$ cat config.mk
export PLATFORM = sky130hd
export DESIGN_NAME = per_bank_refresh_scheduler
export DESIGN_NICKNAME = d
export VERILOG_FILES = /design/src/hw/rtl/pbrs_pkg.sv /design/src/hw/rtl/per_bank_refresh_scheduler.sv
export SDC_FILE = /design/constraint.sdc
export NUM_CORES = 1
export LEC_CHECK = 0
export BUFFER_PORTS_ARGS = -buffer_cell sky130_fd_sc_hd__buf_2
export CAP_MARGIN = 20
export CORE_MARGIN = 3
export CORE_UTILIZATION = 62
export DETAILED_ROUTE_END_ITERATION = 8
export PLACE_DENSITY_LB_ADDON = 0.1
export SYNTH_ARGS = -nofsm -noshare
export SYNTH_HDL_FRONTEND = slang
export SYNTH_SLANG_ARGS = --single-unit
$ cat constraint.sdc
create_clock -name aclk -period 15.99 [get_ports aclk]
set_input_delay 0 -clock aclk [delete_from_list [all_inputs] [get_ports aclk]]
set_output_delay 0 -clock aclk [all_outputs]
set_load 0.01 [all_outputs]
$ cat src/hw/rtl/pbrs_pkg.sv
// shared types and constants for the per-bank refresh scheduler
package pbrs_pkg;

    localparam int DEF_MAX_LEVELS = 4;
    localparam int HW_LEVELS      = 4;

    localparam int INTERVAL_W  = 20;
    localparam int LVL_CNT_W   = 3;
    localparam int SIZE_W      = 5;
    localparam int CHAN_W      = 4;
    localparam int BANK_W      = 16;
    localparam int TOTAL_W     = BANK_W + 1;
    localparam int DIGIT_W     = 4;
    localparam int CFG_INDEX_W = 3;
    localparam int CFG_DATA_W  = INTERVAL_W;

    localparam int SIZE_LIMIT  = 16;

    localparam logic [INTERVAL_W-1:0] RST_REFRESH_INTERVAL = INTERVAL_W'(7800);
    localparam logic [LVL_CNT_W-1:0]  RST_LEVEL_COUNT      = LVL_CNT_W'(2);
    localparam logic [SIZE_W-1:0]     RST_LEVEL1_SIZE      = SIZE_W'(4);
    localparam logic [SIZE_W-1:0]     RST_LEVEL2_SIZE      = SIZE_W'(4);
    localparam logic [SIZE_W-1:0]     RST_LEVEL3_SIZE      = SIZE_W'(1);
    localparam logic [SIZE_W-1:0]     RST_LEVEL4_SIZE      = SIZE_W'(1);
    localparam logic [CHAN_W-1:0]     RST_CHANNEL_NUMBER   = CHAN_W'(0);

    typedef enum logic [CFG_INDEX_W-1:0] {
        CFG_REFRESH_INTERVAL = 3'd0,
        CFG_LEVEL_COUNT      = 3'd1,
        CFG_LEVEL1_SIZE      = 3'd2,
        CFG_LEVEL2_SIZE      = 3'd3,
        CFG_LEVEL3_SIZE      = 3'd4,
        CFG_LEVEL4_SIZE      = 3'd5,
        CFG_CHANNEL_NUMBER   = 3'd6
    } cfg_reg_t;

    typedef enum logic [1:0] {
        SEQ_IDLE,
        SEQ_PRODUCT,
        SEQ_DIVIDE
    } seq_state_t;

    typedef struct packed {
        logic [CHAN_W-1:0]                 refresh_channel;
        logic [BANK_W-1:0]                 flat_bank;
        logic [HW_LEVELS-1:0][DIGIT_W-1:0] coord;
    } result_t;

endpackage

$ cat src/hw/rtl/per_bank_refresh_scheduler.sv
// per-bank refresh pacing with round-robin bank index and mixed-radix coordinates
// a triggering tick registers its beat in a two-entry output buffer that keeps s_ready
// off m_ready; it takes one tick per cycle unless busy or the skid entry is full
// after reset and after every mapped register write, s_ready stays low while one
// multiply per level forms the bank count, then a serial divider yields one quotient bit
// per cycle; synchronous active-low reset restores the register defaults and restarts
module per_bank_refresh_scheduler
    import pbrs_pkg::*;
#(
    parameter int MAX_LEVELS = DEF_MAX_LEVELS
) (
    input  logic                   aclk,
    input  logic                   aresetn,

    input  logic                   cfg_valid,
    output logic                   cfg_ready,
    input  logic [CFG_INDEX_W-1:0] cfg_index,
    input  logic [CFG_DATA_W-1:0]  cfg_data,

    input  logic                   s_valid,
    output logic                   s_ready,
    input  logic                   s_advance,

    output logic                   m_valid,
    input  logic                   m_ready,
    output logic [CHAN_W-1:0]      m_refresh_channel,
    output logic [BANK_W-1:0]      m_flat_bank,
    output logic [DIGIT_W-1:0]     m_coord_level1,
    output logic [DIGIT_W-1:0]     m_coord_level2,
    output logic [DIGIT_W-1:0]     m_coord_level3,
    output logic [DIGIT_W-1:0]     m_coord_level4
);

    localparam int LVL_W = $clog2(MAX_LEVELS + 1);
    localparam int DIV_W = $clog2(INTERVAL_W);

    // configuration registers
    logic [INTERVAL_W-1:0] refresh_interval_reg;
    logic [LVL_CNT_W-1:0]  level_count_reg;
    logic [SIZE_W-1:0]     size_reg [HW_LEVELS];
    logic [CHAN_W-1:0]     channel_number_reg;

    // restart sequencer
    seq_state_t            state_reg, state_next;
    logic                  busy;
    logic                  product_en;
    logic                  divide_en;
    logic                  product_last;
    logic                  divide_last;
    logic [LVL_W-1:0]      step_reg;
    logic [DIV_W-1:0]      div_cnt_reg;
    logic [TOTAL_W-1:0]    total_reg;
    logic [TOTAL_W-1:0]    rem_reg;
    logic [INTERVAL_W-1:0] quot_reg;

    // schedule state
    logic [INTERVAL_W-1:0] pacing_reg;
    logic [INTERVAL_W-1:0] cycles_reg;
    logic [BANK_W-1:0]     bank_reg;
    logic [DIGIT_W-1:0]    digits_reg [MAX_LEVELS];
    logic [DIGIT_W-1:0]    digits_next [MAX_LEVELS];

    // output buffer
    logic                  m_valid_reg;
    logic                  skid_valid_reg;
    result_t               main_reg;
    result_t               skid_reg;

    logic                  cfg_hit;
    logic                  in_beat;
    logic                  fire;
    logic                  pop;
    logic [LVL_W-1:0]      eff_levels;
    logic [SIZE_W-1:0]     eff_size [MAX_LEVELS];
    logic [SIZE_W-1:0]     step_size;
    logic [TOTAL_W+SIZE_W-1:0] product;
    logic [TOTAL_W:0]      rem_shift;
    logic                  quot_bit;
    logic [TOTAL_W-1:0]    rem_new;
    logic [INTERVAL_W-1:0] quot_new;
    logic [INTERVAL_W-1:0] pacing_new;
    logic [TOTAL_W-1:0]    bank_inc;
    logic [BANK_W-1:0]     bank_next;
    logic [DIGIT_W-1:0]    coord_now [HW_LEVELS];
    result_t               result_new;

    assign cfg_ready = 1'b1;
    assign cfg_hit   = cfg_valid && (cfg_index <= CFG_INDEX_W'(CFG_CHANNEL_NUMBER));

    // effective level count and level sizes
    always_comb begin
        if (level_count_reg == '0) begin
            eff_levels = LVL_W'(1);
        end else if (int'(level_count_reg) > MAX_LEVELS) begin
            eff_levels = LVL_W'(MAX_LEVELS);
        end else begin
            eff_levels = LVL_W'(level_count_reg);
        end
    end

    for (genvar g = 0; g < MAX_LEVELS; g++) begin : g_size
        if (g < HW_LEVELS) begin : g_reg
            assign eff_size[g] = (size_reg[g] == '0) ? SIZE_W'(1) :
                                 (int'(size_reg[g]) > SIZE_LIMIT) ? SIZE_W'(SIZE_LIMIT) :
                                 size_reg[g];
        end else begin : g_one
            assign eff_size[g] = SIZE_W'(1);
        end
    end

    // sequencer next state
    always_comb begin
        state_next = state_reg;
        if (cfg_hit) begin
            state_next = SEQ_PRODUCT;
        end else begin
            unique case (state_reg)
                SEQ_IDLE:    state_next = SEQ_IDLE;
                SEQ_PRODUCT: if (product_last) state_next = SEQ_DIVIDE;
                SEQ_DIVIDE:  if (divide_last) state_next = SEQ_IDLE;
                default:     state_next = SEQ_IDLE;
            endcase
        end
    end

    // sequencer outputs
    always_comb begin
        busy       = 1'b1;
        product_en = 1'b0;
        divide_en  = 1'b0;
        unique case (state_reg)
            SEQ_IDLE:    busy       = 1'b0;
            SEQ_PRODUCT: product_en = 1'b1;
            SEQ_DIVIDE:  divide_en  = 1'b1;
            default:     busy       = 1'b1;
        endcase
    end

    assign product_last = product_en && (step_reg == LVL_W'(MAX_LEVELS - 1));
    assign divide_last  = divide_en && (div_cnt_reg == DIV_W'(INTERVAL_W - 1));

    // bank count: one level per cycle, unused levels count as 1
    always_comb begin
        step_size = SIZE_W'(1);
        for (int j = 0; j < MAX_LEVELS; j++) begin
            if ((step_reg == LVL_W'(j)) && (LVL_W'(j) < eff_levels)) begin
                step_size = eff_size[j];
            end
        end
        product = {{SIZE_W{1'b0}}, total_reg} * {{TOTAL_W{1'b0}}, step_size};
    end

    // restoring divider, one quotient bit per cycle
    always_comb begin
        rem_shift = {rem_reg, quot_reg[INTERVAL_W-1]};
        if (rem_shift >= {1'b0, total_reg}) begin
            quot_bit = 1'b1;
            rem_new  = TOTAL_W'(rem_shift - {1'b0, total_reg});
        end else begin
            quot_bit = 1'b0;
            rem_new  = rem_shift[TOTAL_W-1:0];
        end
        quot_new   = {quot_reg[INTERVAL_W-2:0], quot_bit};
        pacing_new = (quot_new == '0) ? INTERVAL_W'(1) : quot_new;
    end

    // handshakes
    assign s_ready = !busy && !skid_valid_reg;
    assign in_beat = s_valid && s_ready;
    assign fire    = in_beat && s_advance && (cycles_reg <= INTERVAL_W'(1));
    assign pop     = m_valid_reg && m_ready;

    // next bank and its digits
    always_comb begin
        logic                carry;
        logic [DIGIT_W:0]    digit_inc;
        carry     = 1'b1;
        digit_inc = '0;
        for (int i = 0; i < MAX_LEVELS; i++) begin
            digits_next[i] = digits_reg[i];
        end
        for (int i = MAX_LEVELS - 1; i >= 0; i--) begin
            if (carry && (LVL_W'(i) < eff_levels)) begin
                digit_inc = {1'b0, digits_reg[i]} + (DIGIT_W+1)'(1);
                if (digit_inc >= eff_size[i]) begin
                    digits_next[i] = '0;
                end else begin
                    digits_next[i] = digit_inc[DIGIT_W-1:0];
                    carry          = 1'b0;
                end
            end
        end
    end

    assign bank_inc  = {1'b0, bank_reg} + TOTAL_W'(1);
    assign bank_next = (bank_inc >= total_reg) ? '0 : bank_inc[BANK_W-1:0];

    for (genvar c = 0; c < HW_LEVELS; c++) begin : g_coord
        if (c < MAX_LEVELS) begin : g_used
            assign coord_now[c] = digits_reg[c];
        end else begin : g_zero
            assign coord_now[c] = '0;
        end
        assign result_new.coord[c] = coord_now[c];
    end

    assign result_new.refresh_channel = channel_number_reg;
    assign result_new.flat_bank       = bank_reg;

    // configuration registers
    always_ff @(posedge aclk) begin
        if (!aresetn) begin
            refresh_interval_reg <= RST_REFRESH_INTERVAL;
            level_count_reg      <= RST_LEVEL_COUNT;
            size_reg[0]          <= RST_LEVEL1_SIZE;
            size_reg[1]          <= RST_LEVEL2_SIZE;
            size_reg[2]          <= RST_LEVEL3_SIZE;
            size_reg[3]          <= RST_LEVEL4_SIZE;
            channel_number_reg   <= RST_CHANNEL_NUMBER;
        end else if (cfg_valid && cfg_ready) begin
            unique case (cfg_reg_t'(cfg_index))
                CFG_REFRESH_INTERVAL: refresh_interval_reg <= cfg_data;
                CFG_LEVEL_COUNT:      level_count_reg      <= cfg_data[LVL_CNT_W-1:0];
                CFG_LEVEL1_SIZE:      size_reg[0]          <= cfg_data[SIZE_W-1:0];
                CFG_LEVEL2_SIZE:      size_reg[1]          <= cfg_data[SIZE_W-1:0];
                CFG_LEVEL3_SIZE:      size_reg[2]          <= cfg_data[SIZE_W-1:0];
                CFG_LEVEL4_SIZE:      size_reg[3]          <= cfg_data[SIZE_W-1:0];
                CFG_CHANNEL_NUMBER:   channel_number_reg   <= cfg_data[CHAN_W-1:0];
                default: ;
            endcase
        end
    end

    // sequencer and schedule state
    always_ff @(posedge aclk) begin
        if (!aresetn) begin
            state_reg   <= SEQ_PRODUCT;
            step_reg    <= '0;
            div_cnt_reg <= '0;
            total_reg   <= TOTAL_W'(1);
            rem_reg     <= '0;
            quot_reg    <= '0;
            pacing_reg  <= INTERVAL_W'(1);
            cycles_reg  <= INTERVAL_W'(1);
            bank_reg    <= '0;
            for (int i = 0; i < MAX_LEVELS; i++) begin
                digits_reg[i] <= '0;
            end
        end else begin
            state_reg <= state_next;
            if (cfg_hit) begin
                step_reg    <= '0;
                div_cnt_reg <= '0;
                total_reg   <= TOTAL_W'(1);
                bank_reg    <= '0;
                for (int i = 0; i < MAX_LEVELS; i++) begin
                    digits_reg[i] <= '0;
                end
            end else begin
                if (product_en) begin
                    total_reg <= product[TOTAL_W-1:0];
                    step_reg  <= step_reg + LVL_W'(1);
                    if (product_last) begin
                        rem_reg     <= '0;
                        quot_reg    <= refresh_interval_reg;
                        div_cnt_reg <= '0;
                    end
                end
                if (divide_en) begin
                    rem_reg     <= rem_new;
                    quot_reg    <= quot_new;
                    div_cnt_reg <= div_cnt_reg + DIV_W'(1);
                    if (divide_last) begin
                        pacing_reg <= pacing_new;
                        cycles_reg <= pacing_new;
                    end
                end
                if (in_beat && s_advance) begin
                    if (fire) begin
                        cycles_reg <= pacing_reg;
                        bank_reg   <= bank_next;
                        for (int i = 0; i < MAX_LEVELS; i++) begin
                            digits_reg[i] <= digits_next[i];
                        end
                    end else begin
                        cycles_reg <= cycles_reg - INTERVAL_W'(1);
                    end
                end
            end
        end
    end

    // two-entry output buffer
    always_ff @(posedge aclk) begin
        if (!aresetn) begin
            m_valid_reg    <= 1'b0;
            skid_valid_reg <= 1'b0;
        end else begin
            if (!m_valid_reg) begin
                m_valid_reg <= fire;
            end else if (pop) begin
                if (skid_valid_reg) begin
                    skid_valid_reg <= fire;
                end else begin
                    m_valid_reg <= fire;
                end
            end else if (fire) begin
                skid_valid_reg <= 1'b1;
            end
        end
    end

    always_ff @(posedge aclk) begin
        if (!m_valid_reg) begin
            if (fire) main_reg <= result_new;
        end else if (pop) begin
            if (skid_valid_reg) begin
                main_reg <= skid_reg;
                if (fire) skid_reg <= result_new;
            end else if (fire) begin
                main_reg <= result_new;
            end
        end else if (fire) begin
            skid_reg <= result_new;
        end
    end

    assign m_valid           = m_valid_reg;
    assign m_refresh_channel = main_reg.refresh_channel;
    assign m_flat_bank       = main_reg.flat_bank;
    assign m_coord_level1    = main_reg.coord[0];
    assign m_coord_level2    = main_reg.coord[1];
    assign m_coord_level3    = main_reg.coord[2];
    assign m_coord_level4    = main_reg.coord[3];

    // skid entry only ever fills behind a held beat
    a_skid_behind_main: assert property (@(posedge aclk) disable iff (!aresetn)
        skid_valid_reg |-> m_valid_reg)
        else $error("skid entry valid without main entry");

    // countdown stays within the pacing interval once the sequencer is done
    a_countdown_range: assert property (@(posedge aclk) disable iff (!aresetn)
        (state_reg == SEQ_IDLE) |->
            (pacing_reg != '0) && (cycles_reg != '0) && (cycles_reg <= pacing_reg))
        else $error("refresh countdown out of range");

    // round-robin index never reaches the bank count
    a_bank_in_range: assert property (@(posedge aclk) disable iff (!aresetn)
        (state_reg == SEQ_IDLE) |-> ({1'b0, bank_reg} < total_reg))
        else $error("bank index beyond bank count");

    // a triggering tick always leaves a beat waiting
    a_fire_visible: assert property (@(posedge aclk) disable iff (!aresetn)
        fire |=> m_valid_reg)
        else $error("refresh beat lost");

endmodule

# Yosys cells after proc, flatten, opt, wreduce, memory -nomap -nowiden

Memory sizes are Yosys's and may differ from the RTL's.
Index checks and enable logic that the tools add are counted.

Output and inout bits: 39
Bits in latches: 0
ROM bits: 0
Input bits: 29
Memories: 2
Register bits after elaboration: 221
Bits in writable memories: 36
Word-level logic and storage cells: 227

Equal/unequal tests: 16
Order comparisons: 17
Reduce and logical (&&, ||, !) cells: 42
Bitwise logic cells: 14
Divide/modulo/power cells: 0
Multiply operators: 1
$add $sub $neg: 9
Shifts and indexed selects: 0
Mux-type cells: 100

Memories:

| name       | depth | width | rd ports | clocked after memory_dff | write ports | RTL line                         | source |
|---|---|---|---|---|---|---|---|
| size_reg   | 4     | 5     | 4        | 0                        | 4           | per_bank_refresh_scheduler.sv:40 | `logic [SIZE_W-1:0] size_reg [HW_LEVELS];` |
| digits_reg | 4     | 4     | 4        | 0                        | 4           | per_bank_refresh_scheduler.sv:60 | `logic [DIGIT_W-1:0] digits_reg [MAX_LEVELS];` |

Operators by type and width:

| operator              | count |
|---|---|
| $mux 36               | 7 |
| $mux 20               | 8 |
| $mux 5                | 19 |
| $mux 17               | 4 |
| $mux 4                | 16 |
| $mux 1                | 40 |
| $add 4x1->5 const B   | 4 |
| $ge 5x5->1            | 4 |
| $gt 5x5->1 const B    | 4 |
| $le 20x1->1 const B   | 1 |
| $logic_not 20->1      | 1 |
| $logic_not 5->1       | 4 |
| $sub 20x1->20 const B | 1 |
| $ge 18x17->1          | 1 |
| $add 16x1->17 const B | 1 |
| $ge 17x17->1          | 1 |
| $mul 17x5->17         | 1 |
| $sub 17x17->17        | 1 |
| $mux 16               | 1 |
| $reduce_and 2->1      | 8 |
| $logic_and 1x1->1     | 15 |
| $eq 3x2->1 const B    | 4 |
| $or 1x1->1            | 12 |
| $reduce_bool 2->1     | 5 |
| 22 further kinds      | 36 |

# Depth between registers and ports, before layout

An unclocked memory read counts as a cell.

Word-level depth: 14
Mapped depth: 24
Mapped depth without buffers: 23

# Worst setup path after synthesis

No wires, ideal clock.

Path type: register to register
Start point: register level_count_reg[2]
End point: register total_reg[15]
Library setup time: 0.135 ns
Period minus slack after synthesis: 5.229 ns
Data required time: 15.855 ns
Path slack: 10.761 ns
Arrival time: 5.093 ns
Path buffers: 2
Cell stages (with the launch flop): 22
Cell sequence: dfxtp_1 -> clkbuf_1 -> o21ai_1 -> nor4b_1 -> a311o_1 -> a31oi_1 -> clkbuf_1 -> nor2_1 -> fa_1 -> fa_1 -> inv_1 -> fa_1 -> inv_1 -> ha_1 -> or2_2 -> a21oi_1 -> o31ai_1 -> o211ai_1 -> o21ai_0 -> xor2_1 -> nand3_1 -> o31ai_1

Word-level cells in the longest chain between the ends: 10
Elaborated cells between the ends (all ways): 17

Ends and longest elaborated chain:

| item                     | RTL line                          | source |
|---|---|---|
| start: declaration       | per_bank_refresh_scheduler.sv:39  | `logic [LVL_CNT_W-1:0] level_count_reg;` |
| start signal: assignment | per_bank_refresh_scheduler.sv:223 | `CFG_LEVEL_COUNT: level_count_reg <= cfg_data[LVL_CNT_W-1:0];` |
| $gt 3x3->1               | per_bank_refresh_scheduler.sv:94  | `end else if (int'(level_count_reg) > MAX_LEVELS) begin` |
| $mux 3                   | per_bank_refresh_scheduler.sv:94  |  |
| $mux 3 (*)               | per_bank_refresh_scheduler.sv:92  | `if (level_count_reg == '0) begin` |
| $lt 1x3->1               | per_bank_refresh_scheduler.sv:146 | `if ((step_reg == LVL_W'(j)) && (LVL_W'(j) < eff_levels)) begin` |
| $logic_and 1x1->1        | per_bank_refresh_scheduler.sv:146 |  |
| $mux 5 (3 in series)     | per_bank_refresh_scheduler.sv:146 |  |
| $mux 5 (*)               | per_bank_refresh_scheduler.sv:146 |  |
| $mul 17x5->17 (*)        | per_bank_refresh_scheduler.sv:150 | `product = {{SIZE_W{1'b0}}, total_reg} * {{TOTAL_W{1'b0}}, step_size};` |
| end signal: assignment   | per_bank_refresh_scheduler.sv:261 | `total_reg <= product[TOTAL_W-1:0];` |
| end: declaration         | per_bank_refresh_scheduler.sv:52  | `logic [TOTAL_W-1:0] total_reg;` |

Every way passes the cells marked *; elsewhere a longest branch is shown, timed or not.
A chain may end at the register's enable or synchronous reset.

# Worst setup path in the final report

Start point: register step_reg[1]
End point: register total_reg[16]

Word-level cells in the longest chain between the ends: 7
Elaborated cells between the ends (all ways): 13

Ends and longest elaborated chain:

| item                     | RTL line                          | source |
|---|---|---|
| start: declaration       | per_bank_refresh_scheduler.sv:50  | `logic [LVL_W-1:0] step_reg;` |
| start signal: assignment | per_bank_refresh_scheduler.sv:262 | `step_reg <= step_reg + LVL_W'(1);` |
| $logic_not 3->1          | per_bank_refresh_scheduler.sv:146 |  |
| $logic_and 1x1->1        | per_bank_refresh_scheduler.sv:146 |  |
| $mux 5 (3 in series)     | per_bank_refresh_scheduler.sv:146 |  |
| $mux 5 (*)               | per_bank_refresh_scheduler.sv:146 |  |
| $mul 17x5->17 (*)        | per_bank_refresh_scheduler.sv:150 |  |

Marked as above.

==> results.cfg <==
[hold_path]
hold_path_class = in -> reg
min_path_cells = 4
hp-start = cfg_valid
min_to = size_reg[2][0]

[global_route]
grt_pass1_wl_um = 60800
grtUsageMet1_pct = 36.4
grtUsageMet3_pct = 3.15
met2_usage_pct = 47.2
antenna_found_initial = 0
grt_overflow = 0
grtUsageTotal_pct = 27.5
grt_max_degree = 74
grt_pass1_vias = 12200
busiest_layer = met2

[pwr]
p_comb_share_pct = 13.1
switching_power_uw = 419
cellLeakagePower_nw = 7.56
intPower_mw = 1.19
seqPwrFrac_pct = 46.0
p_sw_share_pct = 26.0
p_clk_share_pct = 40.8
vdd_drop_max_mv = 0.0925
power_density_nw_per_um2 = 92.2
finalPower_mw = 1.61

[sta]
worstMarginPinSlew_ns = 1.03
fmax_mhz = 173
drv_slew = 0
min_period_ns = 5.79
setup_ws_ns = 10.20
finalSetupTns_ns = 0
period_share_pct = 36.2
rsz0062_at_grt = false
skew_ns = 0.0104
hold_viol_final = 0
holdWs_ns = 0.0692
setup-violations-final = 0
relSlewSlack_pct = 31.4

[layout]
multi_input_area_um2 = 8630
final_cell_mix = nand2_1 (256), dfxtp_1 (153), nor2_1 (117)
stdcell_count = 2117
fin_nets = 1928
num_antenna_cells = 0
fin_area_um2 = 17500
layout_commonest_cell = nand2_1
seq_area_um2 = 6190
nFillCells = 1865
fin_util_pct = 71.5
drive_gt1_share_pct = 8.48
largest_reg_flops = 36
synthToLayoutAreaGrowth_pct = 12.9

[cts]
cts-buffers-inserted = 29
clkTransAtPathRegs_ns = 0.06
cts_resized = 0
post_cts_buffers = 0
cts-hold-fix-buffers = 49
cts.path.max_buffers = 3
cts_tree = yes
cts-root-buf = clkbuf_16
h-tree-depth = 1
clock_sinks = 257
clock_latency_ns = 0.56

[floorplan]
die_area_um2 = 26900
start_util_pct = 63.3
dieHeight_um = 164
core_region_area_um2 = 24500
num_rows = 57
ios = 68
fp.dieW_um = 164

[setup_path]
crit_required_ns = 16.45
critPathMaxFanout = 12
arrival_ns = 6.24
timing.rr.end = total_reg[16]
r2r_cells = 22
end_kind = flop
r2r_slack_ns = 10.20
r2r_start = step_reg[1]
cp-start-kind = flop
path_class = reg -> reg

[placed_design]
placed_area_um2 = 16000
place_congestion = 0.910
place_inst = 2014
dpl.hpwl_um = 24400
io_buffers = 66
place_ws_ns = 10.34

[synthesis]
syn_area_um2 = 15500
async_flop_share_pct = 0
yosys.cell_types.count = 67
synth_edf_count = 104
synth_flop_cell = dfxtp_1
synth_seq_area_share_pct = 39.9
synthCells = 1692
syn_nets = 1849
ys_warn_count = 0
synth-seq-cells = 257
syn-mean-instance-area_um2 = 9.15

[routing]
first_pass_iters = 5
viasPerCell = 5.86
ant_nets = 0
vias = 12400
wire_per_inst_um = 17.5
drt-total-wl_um = 36900
first_iter_violations = 835
drc = 0

[outcome]
run_status = finished, final reports clean

[run]
max_cap_violations = 0
## power groups by stage
stage | clock [mW] | combinational (mW) | sequential (mW)
after floorplan | 0 | 0.130 | 0.761
after global placement | 0 | 0.197 | 0.755
after detailed placement | 0 | 0.203 | 0.756
after CTS | 0.668 | 0.211 | 0.742
after global routing | 0.693 | 0.236 | 0.746
final | 0.658 | 0.212 | 0.742
## routing by layer
metal,routed length (um),vias up
met5,0,-
met4,1220,0
met3,1710,79
met2,17800,308
met1,16300,5961
li1,-,6050
## how the worst max path moves through the flow
stage                       start             to
2_1_floorplan  level_count_reg[2]  total_reg[15]
6_report              step_reg[1]  total_reg[16]
5_1_grt               step_reg[0]  total_reg[16]
4_1_cts               step_reg[1]  total_reg[15]
3_5_place_dp          step_reg[1]  total_reg[15]
3_3_place_gp          step_reg[1]  total_reg[15]
## critical path: stages, from the launching register on
cell and delay, ns:
dfxtp_1 0.39, inv_1 0.08, ha_1 0.18, o21ai_1 0.33, mux2i_1 0.17, a221oi_1 0.56, nor2_1 0.36, nor2_1 0.22
fa_1 0.47, fa_1 0.54, inv_1 0.05, fa_1 0.52, inv_1 0.04, ha_1 0.33, o21ai_0 0.13, o21ai_0 0.30
nand3_1 0.16, a31oi_1 0.25, a21o_1 0.15, a21oi_1 0.07, xnor2_1 0.18, nand4b_1 0.13, nand2_1 0.05
## Yosys cell counts (17+ instances only)
| cell type | count | area share, % |
|---|---|---|
| nor4_1 | 17 | 0.69 |
| nor2_1 | 119 | 2.9 |
| and3_1 | 20 | 0.81 |
| o211ai_1 | 18 | 0.87 |
| xnor2_1 | 43 | 2.4 |
| a21oi_1 | 53 | 1.7 |
| nor2b_1 | 26 | 1.1 |
| fa_1 | 39 | 5.0 |
| nand2_1 | 256 | 6.2 |
| clkbuf_1 | 74 | 1.8 |
| o211a_1 | 29 | 1.9 |
| ha_1 | 89 | 7.2 |
| a21boi_0 | 33 | 1.6 |
| nand3_1 | 53 | 1.7 |
| inv_1 | 98 | 2.4 |
| and2_1 | 47 | 1.9 |
| edfxtp_1 | 104 | 20 |
| nor3_1 | 26 | 0.84 |
| xor2_1 | 28 | 1.6 |
| mux2i_1 | 93 | 6.0 |
| nand2b_1 | 18 | 0.73 |
| o21ai_0 | 113 | 3.7 |
| dfxtp_1 | 153 | 20 |
## cell type report
class	count	area share (%)
Multi-Input combinational cell	1252	49.4
Sequential cell	257	35.4
Timing Repair Buffer	132	5.45
Clock buffer	46	4.88
Tap cell	324	2.32
Inverter	99	2.13
Clock inverter	7	0.472
## kinds of logic after synthesis
logic type	synth area share, %
multiplexers	6.37
buffers and inverters	4.53
AND/OR/NAND/NOR	19.2
other	0.0242
AO/OA/AOI/OAI	13.5
XOR/XNOR	4.16
adder cells (fa/ha/maj)	12.2
flip-flops	39.9
(Power assumes the default switching activity.)
